[src/pdp_pkg.sv]
// Shared widths, constants and types of the packed-code dot product unit.
// No dependencies; every other file of the block refers to it by scoped names.
`default_nettype none

package pdp_pkg;

   localparam int LANE_COUNT    = 8;
   localparam int GROUP_WIDTH   = 64;
   localparam int CODE_WIDTH    = 8;
   localparam int PRODUCT_WIDTH = 2 * CODE_WIDTH;
   localparam int TREE_WIDTH    = PRODUCT_WIDTH + $clog2(LANE_COUNT);
   localparam int SUM_WIDTH     = 32;
   localparam int DEPTH_WIDTH   = 4;

   localparam logic [DEPTH_WIDTH-1:0] DEPTH_MIN   = 4'd4;
   localparam logic [DEPTH_WIDTH-1:0] DEPTH_MAX   = 4'd8;
   localparam logic [DEPTH_WIDTH-1:0] DEPTH_RESET = 4'd8;

   typedef logic [LANE_COUNT-1:0][PRODUCT_WIDTH-1:0] product_array_type;

   // occupancy of the product stage, handed to the merge stage
   typedef struct packed {
      logic valid;
      logic last;
   } stage_type;

   // flow control from the merge stage back to the front
   typedef struct packed {
      logic stage2_load;
      logic last_take;
   } merge_status_type;

endpackage

`default_nettype wire

[src/pdp_if.sv]
// Valid/ready channel interfaces of the packed-code dot product unit.
// Depends on pdp_pkg for field widths.
`default_nettype none

interface pdp_req_if;
   logic                               valid;
   logic                               ready;
   logic [pdp_pkg::GROUP_WIDTH-1:0]    a_group;
   logic [pdp_pkg::GROUP_WIDTH-1:0]    b_group;
   logic                               last_group;

   modport source (output valid, output a_group, output b_group, output last_group,
                   input ready);
   modport sink   (input valid, input a_group, input b_group, input last_group,
                   output ready);
endinterface

interface pdp_rsp_if;
   logic                               valid;
   logic                               ready;
   logic [pdp_pkg::SUM_WIDTH-1:0]      dot_sum;

   modport source (output valid, output dot_sum, input ready);
   modport sink   (input valid, input dot_sum, output ready);
endinterface

`default_nettype wire

[src/pdp_lane.sv]
// One lane: unpacks code LANE_INDEX of both groups and registers their product.
// Depends on pdp_pkg for widths.
`default_nettype none

module pdp_lane #(
   parameter int LANE_INDEX = 0
) (
   input  wire logic                                 clock,
   input  wire logic                                 load,
   input  wire logic [pdp_pkg::DEPTH_WIDTH-1:0]      depth,
   input  wire logic [pdp_pkg::GROUP_WIDTH-1:0]      a_group,
   input  wire logic [pdp_pkg::GROUP_WIDTH-1:0]      b_group,
   output      logic [pdp_pkg::PRODUCT_WIDTH-1:0]    product
);

   localparam int CW = pdp_pkg::CODE_WIDTH;
   localparam int PW = pdp_pkg::PRODUCT_WIDTH;

   logic [CW-1:0] code_a;
   logic [CW-1:0] code_b;
   logic [PW-1:0] product_in;
   logic [PW-1:0] product_ff;

   // depth arrives already clamped to 4..8
   always_comb begin
      unique case (depth)
         4'd4: begin
            code_a = {4'd0, a_group[LANE_INDEX*4 +: 4]};
            code_b = {4'd0, b_group[LANE_INDEX*4 +: 4]};
         end
         4'd5: begin
            code_a = {3'd0, a_group[LANE_INDEX*5 +: 5]};
            code_b = {3'd0, b_group[LANE_INDEX*5 +: 5]};
         end
         4'd6: begin
            code_a = {2'd0, a_group[LANE_INDEX*6 +: 6]};
            code_b = {2'd0, b_group[LANE_INDEX*6 +: 6]};
         end
         4'd7: begin
            code_a = {1'd0, a_group[LANE_INDEX*7 +: 7]};
            code_b = {1'd0, b_group[LANE_INDEX*7 +: 7]};
         end
         default: begin
            code_a = a_group[LANE_INDEX*8 +: 8];
            code_b = b_group[LANE_INDEX*8 +: 8];
         end
      endcase
   end

   assign product_in = PW'(code_a) * PW'(code_b);

   always_ff @(posedge clock) begin
      if (load) begin
         product_ff <= product_in;
      end
   end

   assign product = product_ff;

endmodule

`default_nettype wire

[src/pdp_merge.sv]
// Merge stage: adder tree over the lane products, running sum and result register.
// Depends on pdp_pkg and pdp_rsp_if.
`default_nettype none

module pdp_merge (
   input  wire logic                         clock,
   input  wire logic                         reset,
   input  wire pdp_pkg::stage_type           stage1,
   input  wire pdp_pkg::product_array_type   products,
   output      pdp_pkg::merge_status_type    status,
   pdp_rsp_if.source                         rsp_bus
);

   localparam int TW = pdp_pkg::TREE_WIDTH;
   localparam int SW = pdp_pkg::SUM_WIDTH;

   logic          valid2_ff, valid2_in;
   logic          last2_ff, last2_in;
   logic [TW-1:0] tree_ff, tree_in;
   logic [SW-1:0] acc_ff, acc_in;
   logic [SW-1:0] sum_next;
   logic          rsp_valid_ff, rsp_valid_in;
   logic [SW-1:0] dot_sum_ff;
   logic          out_free;
   logic          take2;
   logic          load2;

   always_comb begin
      tree_in = '0;
      for (int i = 0; i < pdp_pkg::LANE_COUNT; i++) begin
         tree_in = tree_in + TW'(products[i]);
      end
   end

   // a group that is not last needs no result slot
   assign out_free = !rsp_valid_ff || rsp_bus.ready;
   assign take2    = valid2_ff && (!last2_ff || out_free);
   assign load2    = !valid2_ff || take2;
   assign sum_next = acc_ff + SW'(tree_ff);

   always_comb begin
      valid2_in = load2 ? stage1.valid : valid2_ff;
      last2_in  = load2 ? stage1.last : last2_ff;
      acc_in    = acc_ff;
      if (take2) begin
         acc_in = last2_ff ? '0 : sum_next;
      end
      rsp_valid_in = rsp_valid_ff;
      if (take2 && last2_ff) begin
         rsp_valid_in = 1'b1;
      end else if (rsp_bus.ready) begin
         rsp_valid_in = 1'b0;
      end
   end

   always_ff @(posedge clock) begin
      if (reset) begin
         valid2_ff    <= 1'b0;
         last2_ff     <= 1'b0;
         acc_ff       <= '0;
         rsp_valid_ff <= 1'b0;
      end else begin
         valid2_ff    <= valid2_in;
         last2_ff     <= last2_in;
         acc_ff       <= acc_in;
         rsp_valid_ff <= rsp_valid_in;
      end
   end

   always_ff @(posedge clock) begin
      if (load2) begin
         tree_ff <= tree_in;
      end
      if (take2 && last2_ff) begin
         dot_sum_ff <= sum_next;
      end
   end

   assign status.stage2_load = load2;
   assign status.last_take   = take2 && last2_ff;
   assign rsp_bus.valid      = rsp_valid_ff;
   assign rsp_bus.dot_sum    = dot_sum_ff;

endmodule

`default_nettype wire

[src/packed_code_dot_product_unit.sv]
// Packed-code dot product unit: eight multiply lanes feed an adder tree and a running sum.
// A last group's result beat leaves the result register after the product and tree stages.
// Throughput: one group per cycle, stalled while a last group waits for the result slot.
// Reset clears the pipeline, the running sum and the result slot; depth_ff returns to 8.
// Depends on pdp_pkg, pdp_if, pdp_lane and pdp_merge.
`default_nettype none

module packed_code_dot_product_unit (
   input  wire logic                             clock,
   input  wire logic                             reset,
   input  wire logic                             csr_write_enable,
   input  wire logic [pdp_pkg::DEPTH_WIDTH-1:0]  csr_write_data,
   pdp_req_if.sink                               req_bus,
   pdp_rsp_if.source                             rsp_bus
);

   logic [pdp_pkg::DEPTH_WIDTH-1:0] depth_ff;
   logic [pdp_pkg::DEPTH_WIDTH-1:0] depth_eff;
   logic                            valid1_ff, valid1_in;
   logic                            last1_ff, last1_in;
   logic                            load1;
   pdp_pkg::stage_type              stage1;
   pdp_pkg::product_array_type      products;
   pdp_pkg::merge_status_type       status;

   // clamp the register to the supported layouts
   always_comb begin
      if (depth_ff < pdp_pkg::DEPTH_MIN) begin
         depth_eff = pdp_pkg::DEPTH_MIN;
      end else if (depth_ff > pdp_pkg::DEPTH_MAX) begin
         depth_eff = pdp_pkg::DEPTH_MAX;
      end else begin
         depth_eff = depth_ff;
      end
   end

   assign load1     = !valid1_ff || status.stage2_load;
   assign valid1_in = load1 ? req_bus.valid : valid1_ff;
   assign last1_in  = load1 ? req_bus.last_group : last1_ff;

   always_ff @(posedge clock) begin
      if (reset) begin
         depth_ff  <= pdp_pkg::DEPTH_RESET;
         valid1_ff <= 1'b0;
         last1_ff  <= 1'b0;
      end else begin
         if (csr_write_enable) begin
            depth_ff <= csr_write_data;
         end
         valid1_ff <= valid1_in;
         last1_ff  <= last1_in;
      end
   end

   assign req_bus.ready = load1;
   assign stage1.valid  = valid1_ff;
   assign stage1.last   = last1_ff;

   for (genvar g = 0; g < pdp_pkg::LANE_COUNT; g++) begin : g_lane
      pdp_lane #(
         .LANE_INDEX (g)
      ) u_lane (
         .clock   (clock),
         .load    (load1),
         .depth   (depth_eff),
         .a_group (req_bus.a_group),
         .b_group (req_bus.b_group),
         .product (products[g])
      );
   end

   pdp_merge u_merge (
      .clock    (clock),
      .reset    (reset),
      .stage1   (stage1),
      .products (products),
      .status   (status),
      .rsp_bus  (rsp_bus)
   );

   // a result beat appears only after a last group left the tree stage
   a_rsp_from_last: assert property (@(posedge clock) disable iff (reset)
      $rose(rsp_bus.valid) |-> $past(status.last_take))
      else $error("result raised without a last group");

   // backpressure on the request side only with the product stage occupied
   a_ready_blocked: assert property (@(posedge clock) disable iff (reset)
      !req_bus.ready |-> valid1_ff)
      else $error("request stalled with product stage empty");

   // an accepted beat always lands in the product stage
   a_beat_lands: assert property (@(posedge clock) disable iff (reset)
      (req_bus.valid && req_bus.ready) |=> valid1_ff)
      else $error("accepted beat lost");

endmodule

`default_nettype wire
[src/flat_wrapper.sv]
// flat-port wrapper written by rule: the top's interface ports become plain ports
module packed_code_dot_product_unit_flat 
  (clock, reset, csr_write_enable, csr_write_data, req_bus_valid, req_bus_a_group, req_bus_b_group, req_bus_last_group, req_bus_ready, rsp_bus_valid, rsp_bus_dot_sum, rsp_bus_ready);
  pdp_req_if req_bus_i ();
  pdp_rsp_if rsp_bus_i ();
  input  wire logic clock;
  input  wire logic reset;
  input  wire logic csr_write_enable;
  input  wire logic [pdp_pkg::DEPTH_WIDTH-1:0] csr_write_data;
  input wire logic [$bits(req_bus_i.valid)-1:0] req_bus_valid;
  input wire logic [$bits(req_bus_i.a_group)-1:0] req_bus_a_group;
  input wire logic [$bits(req_bus_i.b_group)-1:0] req_bus_b_group;
  input wire logic [$bits(req_bus_i.last_group)-1:0] req_bus_last_group;
  output wire logic [$bits(req_bus_i.ready)-1:0] req_bus_ready;
  output wire logic [$bits(rsp_bus_i.valid)-1:0] rsp_bus_valid;
  output wire logic [$bits(rsp_bus_i.dot_sum)-1:0] rsp_bus_dot_sum;
  input wire logic [$bits(rsp_bus_i.ready)-1:0] rsp_bus_ready;
  assign req_bus_i.valid = req_bus_valid;
  assign req_bus_i.a_group = req_bus_a_group;
  assign req_bus_i.b_group = req_bus_b_group;
  assign req_bus_i.last_group = req_bus_last_group;
  assign req_bus_ready = req_bus_i.ready;
  assign rsp_bus_valid = rsp_bus_i.valid;
  assign rsp_bus_dot_sum = rsp_bus_i.dot_sum;
  assign rsp_bus_i.ready = rsp_bus_ready;
  packed_code_dot_product_unit u_core (.clock(clock), .reset(reset), .csr_write_enable(csr_write_enable), .csr_write_data(csr_write_data), .req_bus(req_bus_i), .rsp_bus(rsp_bus_i));
endmodule
[config.mk]
export PLATFORM = sky130hd
export DESIGN_NAME = packed_code_dot_product_unit_flat
export DESIGN_NICKNAME = d
export VERILOG_FILES = /design/src/pdp_pkg.sv /design/src/pdp_if.sv /design/src/pdp_lane.sv /design/src/pdp_merge.sv /design/src/packed_code_dot_product_unit.sv /design/src/flat_wrapper.sv
export SDC_FILE = /design/constraint.sdc
export NUM_CORES = 2
export LEC_CHECK = 0
export BUFFER_PORTS_ARGS = -buffer_cell sky130_fd_sc_hd__buf_4
export CORE_UTILIZATION = 47
export DETAILED_ROUTE_END_ITERATION = 16
export PLACE_DENSITY = 0.63
export SLEW_MARGIN = 20
export SYNTH_ARGS = -nofsm -noshare
export SYNTH_HDL_FRONTEND = slang
export SYNTH_HIERARCHICAL = 1
export SYNTH_SLANG_ARGS = --single-unit
[constraint.sdc]
create_clock -name clock -period 10.1 [get_ports clock]
set_clock_uncertainty 0.2 [all_clocks]
set_input_delay 1.515 -clock clock [delete_from_list [all_inputs] [get_ports clock]]
set_output_delay 1.515 -clock clock [all_outputs]
set_load 0.02 [all_outputs]
* Word level (Yosys, flattened, before mapping)
Index checks and enable logic that the tools add are counted.
** Cells by class
- Add/sub/neg operators :: 8
- Multipliers :: 8
- Magnitude comparators :: 2
- Eq/ne operators :: 4
- Mux-type cells :: 21
- Reduce and logical (&&, ||, !) cells :: 11
** Operator list (number)
- $pmux W8 S4 :: 16
- $mul A8 B8 Y16 :: 8
- $add A19 B16 Y19 :: 4
- $add A32 B19 Y32 :: 1
- $mux W32 :: 1
- $add A18 B16 Y19 :: 1
- $add A17 B16 Y18 :: 1
- $add A16 B16 Y17 :: 1
- $eq A4 B3 Y1 const B :: 4
- $mux W4 :: 2
- $gt A4 B4 Y1 const B :: 1
- $logic_not A1 Y1 :: 4
- $logic_or A1 B1 Y1 :: 4
- $lt A4 B3 Y1 const B :: 1
- $logic_and A1 B1 Y1 :: 2
- $mux W1 :: 2
- $reduce_bool A2 Y1 :: 1
** Word-level totals
- Register bits :: 220
- Input bits :: 138
- Output and inout bits :: 34
- Logic and storage cells :: 71

* Logic depth before layout (Yosys ltp)
- Word-level depth :: 7
- Mapped depth :: 23
- Gate-level depth less buffers :: 21

* Hierarchy
The synthesis kept the hierarchy.
** Modules (own cells, without submodules)
- pdp_merge :: times used 1, cells each 728, area each 7342.0 sq um
- pdp_lane (u_core.g_lane[7].u_lane) :: times used 1, cells each 318, area each 3155.5 sq um
- pdp_lane (u_core.g_lane[4].u_lane) :: times used 1, cells each 311, area each 3134.3 sq um
- pdp_lane (u_core.g_lane[3].u_lane) :: times used 1, cells each 316, area each 3126.7 sq um
- pdp_lane (u_core.g_lane[2].u_lane) :: times used 1, cells each 316, area each 3118.0 sq um
- pdp_lane (u_core.g_lane[5].u_lane) :: times used 1, cells each 313, area each 3111.7 sq um
- pdp_lane (u_core.g_lane[1].u_lane) :: times used 1, cells each 327, area each 3090.5 sq um
- pdp_lane (u_core.g_lane[6].u_lane) :: times used 1, cells each 315, area each 3075.4 sq um
- pdp_lane (u_core.g_lane[0].u_lane) :: times used 1, cells each 278, area each 2743.9 sq um
- packed_code_dot_product_unit :: times used 1, cells each 25, area each 235.2 sq um

* Worst setup path after synthesis
OpenSTA, ideal clock, no wires.
- Path kind :: input-to-output
- From :: in rsp_bus_ready
- To :: out req_bus_ready
- Data arrival time :: 5.623 ns
- Required time :: 8.385 ns
- Slack :: 2.762 ns
- Stages on the path :: 5
- Buffers on the path :: 1
- Cell sequence :: nor2b_1 > and3_1 > inv_1 > buf_4 > nand2b_1
** On the way
- Cells in the longest elaborated chain, start to end :: 5
** RTL lines
- start: declaration :: RTL line flat_wrapper.sv:17 : input wire logic [$bits(rsp_bus_i.ready)-1:0] rsp_bus_ready;
- $logic_or A1 B1 Y1 :: RTL line pdp_merge.sv:36 : assign out_free = !rsp_valid_ff || rsp_bus.ready;
- $logic_or A1 B1 Y1 :: RTL line pdp_merge.sv:37 : assign take2 = valid2_ff && (!last2_ff || out_free);
- $logic_and A1 B1 Y1 :: RTL line pdp_merge.sv:37
- $logic_or A1 B1 Y1 :: RTL line pdp_merge.sv:38 : assign load2 = !valid2_ff || take2;
- via u_core.u_merge.load2 :: RTL line pdp_merge.sv:26 : logic load2;
- $logic_or A1 B1 Y1 :: RTL line packed_code_dot_product_unit.sv:37 : assign load1 = !valid1_ff || status.stage2_load;
- end: declaration :: RTL line flat_wrapper.sv:14 : output wire logic [$bits(req_bus_i.ready)-1:0] req_bus_ready;
The timed path passes the listed nets, and every way through them passes these cells.

* Final worst setup path
- From :: reg u_core/depth_ff[3] in the netlist's numbering
- To :: reg u_core.g_lane[3].u_lane.product_ff[13] (data pin)
** On the way
- Cells in the longest elaborated chain, start to end :: 6
- Elaborated cells between the ends (all ways) :: 11
- Those cells by class :: mul (1); order compare (2); eq/ne (4); mux (4)
** RTL lines
- start: declaration :: RTL line packed_code_dot_product_unit.sv:17 : logic [pdp_pkg::DEPTH_WIDTH-1:0] depth_ff;
- start signal: assignment :: RTL line packed_code_dot_product_unit.sv:43 : depth_ff <= pdp_pkg::DEPTH_RESET;
- start signal: assignment :: RTL line packed_code_dot_product_unit.sv:48 : depth_ff <= csr_write_data;
- $gt A4 B4 Y1 :: RTL line packed_code_dot_product_unit.sv:30 : end else if (depth_ff > pdp_pkg::DEPTH_MAX) begin
- $mux W4 :: RTL line packed_code_dot_product_unit.sv:30
- $mux W4 * :: RTL line packed_code_dot_product_unit.sv:28 : if (depth_ff < pdp_pkg::DEPTH_MIN) begin
- via u_core.depth_eff, one bit :: RTL line packed_code_dot_product_unit.sv:18 : logic [pdp_pkg::DEPTH_WIDTH-1:0] depth_eff;
- $eq A4 B3 Y1 :: RTL line pdp_lane.sv:26 : unique case (depth)
- $pmux W8 S4 :: RTL line pdp_lane.sv:26
- $mul A8 B8 Y16 * :: RTL line pdp_lane.sv:50 : assign product_in = PW'(code_a) * PW'(code_b);
- via u_core.g_lane[3].u_lane.product_in[13] :: RTL line pdp_lane.sv:21 : logic [PW-1:0] product_in;
- end signal: assignment :: RTL line pdp_lane.sv:54 : product_ff <= product_in;
- end: declaration :: RTL line pdp_lane.sv:22 : logic [PW-1:0] product_ff;
The timed path passes the listed nets; every way through them passes the cells marked *.
A chain may end at the register's enable or synchronous reset.

==> impl_metrics.toml <==
[status]
status = "finished clean"

[detailed_routing]
vias = 23900
route.antenna.remaining_nets = 0
wl_mm = 85.7
dr.pass1.iters = 5
route.detailed.drc = 0
vias_per_cell = 5.58
wl_per_cell_um = 20.0
drt_iter0_drc = 1935

[clock_tree]
cts_sinks = 220
htree_levels = 1
cts_root_buf = "clkbuf_16"
cts_buffers = 25
worstSkewPairLatency_ns = 0.53
cts_buffer_depth = 3
cts_tree = "built"
cts_setup_buffers = 0
cts.clk_slew.worst_paths_ns = 0.06
post_cts_resized = 0
hold_buffers = 0

[worst_setup_path]
arrival_ns = 7.42
worst-setup-path-type = "flip-flop to flip-flop"
crit_slowest_cell = "and3_4"
cp_num_cells = 20
rr_worst_depth = 20
cp_max_fo = 41
cp-startpoint = "u_core/depth_ff[3]"
critPathLaunchType = "flip-flop"
cpPeakStageDelay_ns = 0.67
cp.required_ns = 10.21
crit_buf_inv = 6
cp-endpoint = "u_core/g_lane[3].u_lane/product[13]"
worstPathCellList = "inv_2 -> and3_4 -> buf_4 -> mux4_1 -> mux2i_1 -> nor2_1 -> fa_1 -> inv_1 -> fa_1 -> inv_1 -> fa_1 -> inv_1 -> fa_1 -> inv_1 -> ha_1 -> o21a_1 -> o31a_1 -> o311ai_0 -> nand4b_1 -> o311ai_0"
regToRegEndpoint = "u_core/g_lane[3].u_lane/product[13]"
critPathCaptureType = "flip-flop"
r2r_start = "u_core/depth_ff[3]"
reg2reg_slack_ns = 2.80
critPathTopFamily = "adder cells"

[synth]
syn_area_sq_um = 32100
synth.avg_cell_area_sq_um = 9.90
syn_inst = 3246
syn_nets = 4094
yosysWarnings = 6

[global_route]
grt_pass1_vias = 23500
grt_max_degree = 79
antenna_found_initial = 1
track_usage = 0.246
grt_pass1_wl_mm = 135
overflow = 0

[die]
die_x_um = 263
row_count = 95
die-area_sq_um = 69400
ios = 172
die_h_um = 263
core_sq_um = 67400
start_util = 0.477

[finish]
drive_gt1_frac = 0.113
final_cells = 4278
syn2layout_area_growth_pct = 9.04
nNetsFinal = 4235
final_area_sq_um = 35000
antennaDiodeCount = 0

[sta]
setup_viol = 0
rsz0062_at_grt = "no"
finalWorstSetupSlack_ns = 2.80
fin_crit_ns = 7.30
hold_viol = 0
finalCritPeriodShare = 0.723
worst_pin_slew_ns = 1.01
slew_viol_final = 0
tns_ns = 0
max_freq_mhz = 137
slew_headroom = 0.325

[run]
maxCapViolations = 0

[placed_design]
pre_cts_slack_ns = 2.91
placed_cell_area_sq_um = 34200
io_buffers = 171
placedCellCount = 4233
gpl.final_weighted_congestion = 0.935
dpl.hpwl_mm = 70.3

[min_path]
worstHoldPathType = "flip-flop to flip-flop"
[final cells by class]
| class | count | area [sq um] |
|---|---|---|
| Fill cell | 6185 | 32400 |
| Multi-Input combinational cell | 2370 | 23300 |
| Sequential cell | 220 | 6200 |
| Inverter | 587 | 2200 |
| Timing Repair Buffer | 183 | 1390 |
| Tap cell | 873 | 1090 |
| Clock buffer | 33 | 707 |
| Clock inverter | 12 | 145 |
[metrics by stage]
stage               hold slack, ns  utilization
finish                       0.269        0.520
global route                 0.296        0.520
CTS                          0.267        0.520
detailed placement           0.257        0.507
global placement             0.252        0.507
floorplan                    0.232            -
[worst min path at each step]
stage,from,cells after the start,endpoint
2_1_floorplan,u_core/last1_ff,2,u_core/u_merge/last2_ff
3_3_place_gp,u_core/last1_ff,2,u_core/u_merge/last2_ff
3_5_place_dp,u_core/last1_ff,2,u_core/u_merge/last2_ff
5_1_grt,u_core/u_merge/acc_ff[2],2,u_core/u_merge/acc_ff[2]
6_report,u_core/u_merge/acc_ff[0],2,u_core/u_merge/acc_ff[0]
4_1_cts,u_core/u_merge/acc_ff[0],2,u_core/u_merge/acc_ff[0]
[layer usage]
layer  track usage  up-vias  wire, um
met5             0        -         0
met4        0.0332        0      1190
met3        0.0367       79      5460
met1         0.361    11800     39900
met2         0.393      740     39100
li1              -    11200         -
[worst min-delay path: cells and delay by family (launching register included)]
family           cells  cell delay (ns)
flip-flops           1             0.32
AND/OR/NAND/NOR      1             0.05
AO/OA/AOI/OAI        1             0.05
[flip-flops by register name, indices dropped and copies added, names as in the netlist]
signal / flops
u_core/u_merge/last2_ff: 1
u_core/u_merge/rsp_bus.valid: 1
u_core/depth_ff: 4
u_core/u_merge/tree_ff: 19
u_core/u_merge/acc_ff: 32
u_core/valid1_ff: 1
u_core/u_merge/valid2_ff: 1
u_core/u_merge/rsp_bus.dot_sum: 32
u_core/g_lane.u_lane/product: 128
u_core/last1_ff: 1
[cell usage in the layout, fill, tap and decap left out, types with 16 or more instances in the layout]
cell	n
a21o_1	22
a21oi_1	123
a22oi_1	36
and2_1	52
and3_1	118
buf_4	182
clkbuf_16	26
dfxtp_1	41
edfxtp_1	179
fa_1	384
ha_1	326
inv_1	586
mux2i_1	45
mux2i_4	31
mux4_1	19
mux4_2	33
nand2_1	83
nand2b_1	16
nand3_1	61
nor2_1	419
nor2b_1	30
nor3_1	49
o21a_1	21
o21ai_0	63
o31ai_1	16
or2_1	54
or2_2	19
xnor2_1	63
xor2_1	34
Power is not shown: default switching activity piles up to over one toggle a cycle in this logic, so the estimate is an artifact.
